File: config.mk
export PLATFORM = sky130hd
export DESIGN_NAME = sorted_table_insert_core_flat
export DESIGN_NICKNAME = d
export VERILOG_FILES = /design/src/rtl/core/stins_pkg.sv /design/src/rtl/core/stins_in_if.sv /design/src/rtl/core/stins_out_if.sv /design/src/rtl/core/stins_ram.sv /design/src/rtl/core/sorted_table_insert_core.sv /design/src/flat_wrapper.sv
export SDC_FILE = /design/constraint.sdc
export NUM_CORES = 2
export LEC_CHECK = 0
export BUFFER_PORTS_ARGS = -buffer_cell sky130_fd_sc_hd__buf_2
export CAP_MARGIN = 0
export CORE_ASPECT_RATIO = 1.4
export CORE_MARGIN = 2
export CORE_UTILIZATION = 37
export CTS_BUF_LIST = sky130_fd_sc_hd__clkbuf_2
export DETAILED_ROUTE_END_ITERATION = 7
export PLACE_DENSITY = 0.58
export RECOVER_POWER = 50
export SYNTH_ARGS = -nofsm -noshare
export SYNTH_HDL_FRONTEND = slang
export SYNTH_SLANG_ARGS = --single-unit
File: constraint.sdc
create_clock -name clk -period 5.2 [get_ports clk]
set_input_delay 1.04 -clock clk [delete_from_list [all_inputs] [get_ports clk]]
set_output_delay 1.04 -clock clk [all_outputs]
set_load 0.02 [all_outputs]
File: src/rtl/core/stins_pkg.sv
`timescale 1ns / 1ps
// stins_pkg: shared widths, status codes and controller state type for the
// sorted table insert block. No dependencies.
package stins_pkg;

  // field widths
  localparam int KEY_W    = 32;
  localparam int DATA_W   = 32;
  localparam int STATUS_W = 2;
  localparam int CNT_W    = 7;

  // table defaults
  localparam int               DEPTH_DEF = 64;
  localparam logic [CNT_W-1:0] CAP_RESET = 7'd64;

  // result status codes
  localparam logic [STATUS_W-1:0] ST_INSERTED  = 2'd0;
  localparam logic [STATUS_W-1:0] ST_FULL      = 2'd1;
  localparam logic [STATUS_W-1:0] ST_DUPLICATE = 2'd2;

  // controller states
  typedef enum logic [2:0] {
    S_IDLE,
    S_SCAN,
    S_SHIFT,
    S_PUT,
    S_RESP
  } state_t;

endpackage

File: src/rtl/core/stins_in_if.sv
`timescale 1ns / 1ps
// stins_in_if: input channel carrying one key/payload word per handshake.
// Depends on stins_pkg for field widths.
interface stins_in_if;
  logic                           valid;
  logic                           ready;
  logic signed [stins_pkg::KEY_W-1:0] new_key;
  logic [stins_pkg::DATA_W-1:0]   payload;

  modport source (output valid, output new_key, output payload, input ready);
  modport sink   (input valid, input new_key, input payload, output ready);
endinterface

File: src/rtl/core/stins_out_if.sv
`timescale 1ns / 1ps
// stins_out_if: result channel carrying status and entry count per word.
// Depends on stins_pkg for field widths.
interface stins_out_if;
  logic                           valid;
  logic                           ready;
  logic [stins_pkg::STATUS_W-1:0] status;
  logic [stins_pkg::CNT_W-1:0]    entry_count;

  modport source (output valid, output status, output entry_count, input ready);
  modport sink   (input valid, input status, input entry_count, output ready);
endinterface

File: src/rtl/core/stins_ram.sv
`timescale 1ns / 1ps
// stins_ram: generic simple dual-port RAM, one write and one registered read
// per cycle. No dependencies.
module stins_ram #(
  parameter int WIDTH = 64,
  parameter int DEPTH = 64
) (
  input  logic                     clk,
  input  logic                     we,
  input  logic [$clog2(DEPTH)-1:0] waddr,
  input  logic [WIDTH-1:0]         wdata,
  input  logic [$clog2(DEPTH)-1:0] raddr,
  output logic [WIDTH-1:0]         rdata
);

  logic [WIDTH-1:0] mem [DEPTH];

  // write port
  always_ff @(posedge clk) begin
    if (we) begin
      mem[waddr] <= wdata;
    end
  end

  // registered read port
  always_ff @(posedge clk) begin
    rdata <= mem[raddr];
  end

endmodule

File: src/rtl/core/sorted_table_insert_core.sv
`timescale 1ns / 1ps
// sorted_table_insert_core: top level of the sorted key/payload table.
// Depends on stins_pkg, stins_in_if, stins_out_if and stins_ram.
//
// Usage:
//   item   : input channel, one signed key and one payload word per word.
//   result : output channel, status (inserted, full, duplicate) and the
//            entry count after the insert, one word per input word.
//   cfg_we / cfg_wdata : writes the capacity register (reset value 64);
//            write only while the block is idle.
// The table sits in one RAM (key and payload side by side) with a registered
// read. An insert scans downward from the top entry until it finds a key
// not above the new one (one read per cycle), then moves the larger entries
// up one place (one read and one write per cycle), then writes the new pair.
// A new word is taken only when the controller is idle; a finished result
// waits in the output register, so one more word may be accepted while the
// receiver stalls. Reset empties the table (count to zero) and the output.
module sorted_table_insert_core #(
  parameter int DEPTH = stins_pkg::DEPTH_DEF
) (
  input  logic                        clk,
  input  logic                        rst,
  input  logic                        cfg_we,
  input  logic [stins_pkg::CNT_W-1:0] cfg_wdata,
  stins_in_if.sink                    item,
  stins_out_if.source                 result
);

  localparam int AW = (DEPTH > 1) ? $clog2(DEPTH) : 1;
  localparam int XW = (AW > stins_pkg::CNT_W) ? AW : stins_pkg::CNT_W;
  localparam int LW = XW + 1;
  localparam int EW = stins_pkg::KEY_W + stins_pkg::DATA_W;

  stins_pkg::state_t state, state_next;

  logic [stins_pkg::CNT_W-1:0]    capacity;
  logic [stins_pkg::CNT_W-1:0]    count, count_next;
  logic [AW-1:0]                  idx, idx_next;
  logic [AW-1:0]                  pos, pos_next;
  logic [stins_pkg::STATUS_W-1:0] sts, sts_next;
  logic [stins_pkg::KEY_W-1:0]    key_r;
  logic [stins_pkg::DATA_W-1:0]   data_r;

  logic          mem_we;
  logic [AW-1:0] mem_waddr, mem_raddr;
  logic [EW-1:0] mem_wdata, mem_rdata;

  logic [XW-1:0]               count_x;
  logic [AW-1:0]               count_addr;
  logic [AW-1:0]               top_addr;
  logic                        is_full;
  logic                        accept;
  logic                        out_free;
  logic [stins_pkg::KEY_W-1:0] rd_key;
  logic                        key_hit;
  logic                        key_less;

  // table RAM, key in the upper half, payload in the lower half
  stins_ram #(
    .WIDTH (EW),
    .DEPTH (DEPTH)
  ) u_ram (
    .clk   (clk),
    .we    (mem_we),
    .waddr (mem_waddr),
    .wdata (mem_wdata),
    .raddr (mem_raddr),
    .rdata (mem_rdata)
  );

  // count as table address, top occupied entry, full check
  assign count_x    = XW'(count);
  assign count_addr = count_x[AW-1:0];
  assign top_addr   = count_addr - AW'(1);
  assign is_full    = (count >= capacity) || (LW'(count) >= LW'(DEPTH));

  // handshakes
  assign item.ready = (state == stins_pkg::S_IDLE);
  assign accept     = item.valid && item.ready;
  assign out_free   = !result.valid || result.ready;

  // compare of the word read back against the new key
  assign rd_key   = mem_rdata[EW-1 -: stins_pkg::KEY_W];
  assign key_hit  = (rd_key == key_r);
  assign key_less = ($signed(key_r) < $signed(rd_key));

  // next state
  always_comb begin
    state_next = state;
    case (state)
      stins_pkg::S_IDLE: begin
        if (accept) begin
          if (is_full) begin
            state_next = stins_pkg::S_RESP;
          end else if (count == '0) begin
            state_next = stins_pkg::S_PUT;
          end else begin
            state_next = stins_pkg::S_SCAN;
          end
        end
      end
      stins_pkg::S_SCAN: begin
        if (key_hit) begin
          state_next = stins_pkg::S_RESP;
        end else if (key_less) begin
          if (idx == '0) begin
            state_next = stins_pkg::S_SHIFT;
          end
        end else if ((idx + AW'(1)) == count_addr) begin
          state_next = stins_pkg::S_PUT;
        end else begin
          state_next = stins_pkg::S_SHIFT;
        end
      end
      stins_pkg::S_SHIFT: begin
        if (idx == pos) begin
          state_next = stins_pkg::S_PUT;
        end
      end
      stins_pkg::S_PUT: begin
        state_next = stins_pkg::S_RESP;
      end
      stins_pkg::S_RESP: begin
        if (out_free) begin
          state_next = stins_pkg::S_IDLE;
        end
      end
      default: begin
        state_next = stins_pkg::S_IDLE;
      end
    endcase
  end

  // memory controls and datapath next values
  always_comb begin
    mem_we     = 1'b0;
    mem_waddr  = pos;
    mem_wdata  = {key_r, data_r};
    mem_raddr  = idx;
    idx_next   = idx;
    pos_next   = pos;
    sts_next   = sts;
    count_next = count;
    case (state)
      stins_pkg::S_IDLE: begin
        if (accept) begin
          if (is_full) begin
            sts_next = stins_pkg::ST_FULL;
          end else if (count == '0) begin
            pos_next = '0;
          end else begin
            mem_raddr = top_addr;
            idx_next  = top_addr;
          end
        end
      end
      stins_pkg::S_SCAN: begin
        if (key_hit) begin
          sts_next = stins_pkg::ST_DUPLICATE;
        end else if (key_less) begin
          if (idx == '0) begin
            // new key below every entry, move the whole table
            pos_next  = '0;
            mem_raddr = top_addr;
            idx_next  = top_addr;
          end else begin
            mem_raddr = idx - AW'(1);
            idx_next  = idx - AW'(1);
          end
        end else begin
          // gap lands just above this entry
          pos_next  = idx + AW'(1);
          mem_raddr = top_addr;
          idx_next  = top_addr;
        end
      end
      stins_pkg::S_SHIFT: begin
        mem_we    = 1'b1;
        mem_waddr = idx + AW'(1);
        mem_wdata = mem_rdata;
        if (idx != pos) begin
          mem_raddr = idx - AW'(1);
          idx_next  = idx - AW'(1);
        end
      end
      stins_pkg::S_PUT: begin
        mem_we     = 1'b1;
        mem_waddr  = pos;
        mem_wdata  = {key_r, data_r};
        count_next = count + stins_pkg::CNT_W'(1);
        sts_next   = stins_pkg::ST_INSERTED;
      end
      default: begin
      end
    endcase
  end

  // control registers
  always_ff @(posedge clk) begin
    if (rst) begin
      state    <= stins_pkg::S_IDLE;
      count    <= '0;
      capacity <= stins_pkg::CAP_RESET;
    end else begin
      state <= state_next;
      count <= count_next;
      if (cfg_we) begin
        capacity <= cfg_wdata;
      end
    end
  end

  // working registers of the current insert
  always_ff @(posedge clk) begin
    idx <= idx_next;
    pos <= pos_next;
    sts <= sts_next;
    if (accept) begin
      key_r  <= item.new_key;
      data_r <= item.payload;
    end
  end

  // output register
  always_ff @(posedge clk) begin
    if (rst) begin
      result.valid <= 1'b0;
    end else if (state == stins_pkg::S_RESP && out_free) begin
      result.valid <= 1'b1;
    end else if (result.ready) begin
      result.valid <= 1'b0;
    end
  end

  always_ff @(posedge clk) begin
    if (state == stins_pkg::S_RESP && out_free) begin
      result.status      <= sts;
      result.entry_count <= count;
    end
  end

endmodule

File: src/flat_wrapper.sv
// flat-port wrapper written by rule: the top's interface ports become plain ports
module sorted_table_insert_core_flat 
#(
  parameter int DEPTH = stins_pkg::DEPTH_DEF
)
  (clk, rst, cfg_we, cfg_wdata, item_valid, item_new_key, item_payload, item_ready, result_valid, result_status, result_entry_count, result_ready);
  stins_in_if item_i ();
  stins_out_if result_i ();
  input  logic clk;
  input  logic rst;
  input  logic cfg_we;
  input  logic [stins_pkg::CNT_W-1:0] cfg_wdata;
  input wire logic [$bits(item_i.valid)-1:0] item_valid;
  input wire logic [$bits(item_i.new_key)-1:0] item_new_key;
  input wire logic [$bits(item_i.payload)-1:0] item_payload;
  output wire logic [$bits(item_i.ready)-1:0] item_ready;
  output wire logic [$bits(result_i.valid)-1:0] result_valid;
  output wire logic [$bits(result_i.status)-1:0] result_status;
  output wire logic [$bits(result_i.entry_count)-1:0] result_entry_count;
  input wire logic [$bits(result_i.ready)-1:0] result_ready;
  assign item_i.valid = item_valid;
  assign item_i.new_key = item_new_key;
  assign item_i.payload = item_payload;
  assign item_ready = item_i.ready;
  assign result_valid = result_i.valid;
  assign result_status = result_i.status;
  assign result_entry_count = result_i.entry_count;
  assign result_i.ready = result_ready;
  sorted_table_insert_core #(.DEPTH(DEPTH)) u_core (.clk(clk), .rst(rst), .cfg_we(cfg_we), .cfg_wdata(cfg_wdata), .item(item_i), .result(result_i));
endmodule
==> flow_summary.toml <==
[power]
vdd_drop_max_mv = 0.5442
leakage_nw = 35.64
power_density_nw_per_um2 = 714.5

[synthesis]
synth-simple-area-share_pct = 17.64
synthXorXnorAreaFrac_pct = 0.2963
synthArstFlopShare_pct = 0
synthFlopType = "edfxtp_1"
synth_top_family_by_area = "simple AND/OR/NAND/NOR gates"
synth_area_um2 = 85730
synthMuxAreaShare_pct = 0.8742
yosysSeqAreaShare_pct = 74.76
synth_compound_area_share_pct = 3.383
yosys_register_bits = 2153
synth_edf_count = 2097
netlist.top_cell.by_area = "edfxtp_1"
synthTopCellsByArea = "edfxtp_1 (73%), nand2_1 (8.9%), nand3_1 (5.8%)"
synth_fp_nets = 6758
synth-adder-area-share_pct = 0.6422
yosysTopAreaCellShare_pct = 73.45
netlist_instances = 6638
yosysWarningCount = 0
yosys.cell_types.count = 69
avgSynthCellArea_um2 = 12.91

[hold_path]
hp-class = "in2reg"

[timing]
finalHoldViolCount = 0
max_slew_margin_pct = -57.77
final_max_slew_viol_count = 522
max_clock_freq_mhz = 193.1
skew_ns = 0.1651
fin_crit_sh_pct = 99.57
holdWs_ns = 0.2435
setup_viol = 0
worst_pin_slew_ns = 2.366
tns_ns = 0
period_needed_ns = 5.178

[outcome]
status = "complete, but fails checks"
violations = "max-capacitance violations, max-slew violations"

[finish]
layout.nets = 7456
area_growth_pct = 15.35
layout-drive-gt1-share_pct = 17.67

[grt]
antenna_found_initial = 21
overflow = 0
groute.usage.overall_pct = 21.41
grt_pass1_vias = 56040
grt_max_degree = 85
grt_pass1_wl_um = 373200

[floorplanning]
die_area_um2 = 235600
die_h_um = 573.5
die_w_um = 410.8
pin_count = 87
start_util_pct = 37.13
core_area_um2 = 230900
std_cell_rows = 209

[detailed_routing]
drt_iter0_drc = 5932
vias_per_cell = 5.356
vias = 57640
dr.pass1.iters = 6
drc = 0
antenna_left = 0
post_drt_wl_per_cell_um = 23.98
routed_wl_um = 258000

[clock_tree]
htreeDepth = 5
clock_sinks = 2153
clock_latency_ns = 1.67
clk_pin_slew_ns = 0.14
root_buffer = "clkbuf_2"
cts_tree = "yes"
cts_buffers = 462
cts_buffer_depth = 4

[setup_path]
critPathBufInv = 5
critical_path.top_delay_family = "simple AND/OR/NAND/NOR gates"
slowest_stage = "nor4_4"
crit_required_ns = 6.70
crit_chain = "ha_1 -> nand4_1 -> nor4_4 -> buf_4 -> a21boi_1 -> a21o_1 -> a221o_1 -> a211oi_4 -> buf_12 -> inv_8 -> buf_4 -> buf_4 -> nand2_1 -> and3_1 -> a31oi_1 -> a22oi_1 -> nand3_1 -> or4_1"
path_common_cell = "buf_4"
worstPathArrival_ns = 6.68
cp-end-kind = "register"
cp_slowest_stage_delay_ns = 0.58
start_kind = "register"
crit_fanout = 27
crit_type = "reg2reg"

[placed_design]
dp_hpwl_um = 151000
gp_congestion = 0.9014
numPortBuffers = 54

[run]
cap_violations = 11
[power by group]
group          total [mW]  leakage [nW]  internal [mW]  switching (mW)
sequential           22.6          19.4           22.2           0.322
combinational        37.8          13.1           12.9            24.9
clock                10.3          3.16           3.74            6.51
total                70.7          35.6           38.9            31.8
[metrics by stage]
step           utilization [%]  setup slack, ns  power, mW  area, um2  cells
2_1_floorplan                -           0.7457      42.39      85730   6638
3_3_place_gp             40.68          -0.1793      60.15      93940   9845
3_5_place_dp             40.68          -0.1859      60.59      93940   9845
4_1_cts                  42.83          0.02828      70.96      98890  10750
5_1_grt                  42.82         -0.01503      74.54      98870  10760
6_report                 42.82          0.02243      70.65      98880  10760
[final timing paths]
| kind | start | end | slack [ns] | cells after the start |
|---|---|---|---|---|
| worst min register to register | u_core.sts[1] | u_core.result.status[1] | 0.43 | 0 |
| worst max register to register | u_core.key_r[3] | u_core.u_ram.rdata[58] | 0.02 | 18 |
| worst min-delay path | item_new_key[6] | u_core.key_r[6] | 0.24 | 2 |
| worst max-delay path | u_core.key_r[3] | u_core.u_ram.rdata[58] | 0.02 | 18 |
[flip-flops by register name (all words and copies together), names as in the netlist]
register and flops:
u_core.state 3, u_core.capacity 7, u_core.u_ram.mem 2048, u_core.sts 2, u_core.result.entry_count 7, u_core.result.status 2
u_core.idx 6, u_core.count 7, u_core.result.valid 1, u_core.u_ram.rdata 32, u_core.pos 6, u_core.key_r 32
[cell families (layout without fill, tap and decap cells)]
logic type                 Yosys count  after routing
xor gates and xnor gates            29             29
muxes                               71             71
other                                0             13
DFF                               2153           2153
and+or+nand+nor                   3463           3464
adders and majority gates           44             44
buffers and inverters              466           1516
AOI/OAI and AO/OA                  412            412
[layer usage]
layer | share of wire [%] | global-route usage [%] | up-vias
met2 | 49 | 36.23 | 2446
met4 | 4.6 | 9.805 | 14
li1 | - | - | 25870
met1 | 39 | 26.80 | 28820
met5 | 0.038 | 0 | -
met3 | 7.5 | 3.492 | 493
[cells in the final DEF, fill, tap and decap left out, drive strengths merged, types with 32 or more instances in the layout]
master and instances:
mux2i 40, edfxtp 2097, clkinv 134, nand4 39, inv 58, ha 44
clkbuf 692, a31oi 191, dfxtp 56, buf 541, nor2 125, nand2 2023
dlygate4sd3 82, a32oi 32, and3 198, a22oi 64, nand3 990
[layout make-up]
| class | count | area, um2 |
|---|---|---|
| clock buffer | 668 | 3343 |
| sequential | 2153 | 64090 |
| multi-input combinational | 4020 | 20210 |
| inverter | 52 | 215.2 |
| tap | 3059 | 3827 |
| antenna | 13 | 32.53 |
| fill | 21090 | 132000 |
| clock inverter | 149 | 768.2 |
| timing repair buffer | 647 | 6400 |
[cell usage after synthesis (4+ instances only)]
master	n
dfxtp_1	56
or3_1	4
o21ai_0	13
clkbuf_1	263
nand2_1	2022
buf_6	21
nor3_1	14
and3_1	198
inv_1	49
buf_1	28
xnor2_1	10
edfxtp_1	2097
nor4_1	5
a22oi_1	64
or4_1	31
a32oi_1	32
ha_1	44
o211ai_1	5
buf_2	92
mux2_2	31
a21o_1	8
a311oi_1	7
nor2b_1	8
nor2_1	124
xor2_1	19
mux2i_1	40
and2_1	5
nand4_1	39
a211o_1	31
a21oi_1	30
nand2b_1	6
nand3_1	990
a31oi_1	191
buf_4	10
[repair_timing]
item                       4_1_cts  5_1_grt
pin swaps                        1        3
hold endpoints to repair        72        0
gates resized for setup          2        5
hold buffers                    82        0
cloned                           1        0
setup buffers                    0        3
setup endpoints to repair       32       17
Power figures use the tool's default switching activity.
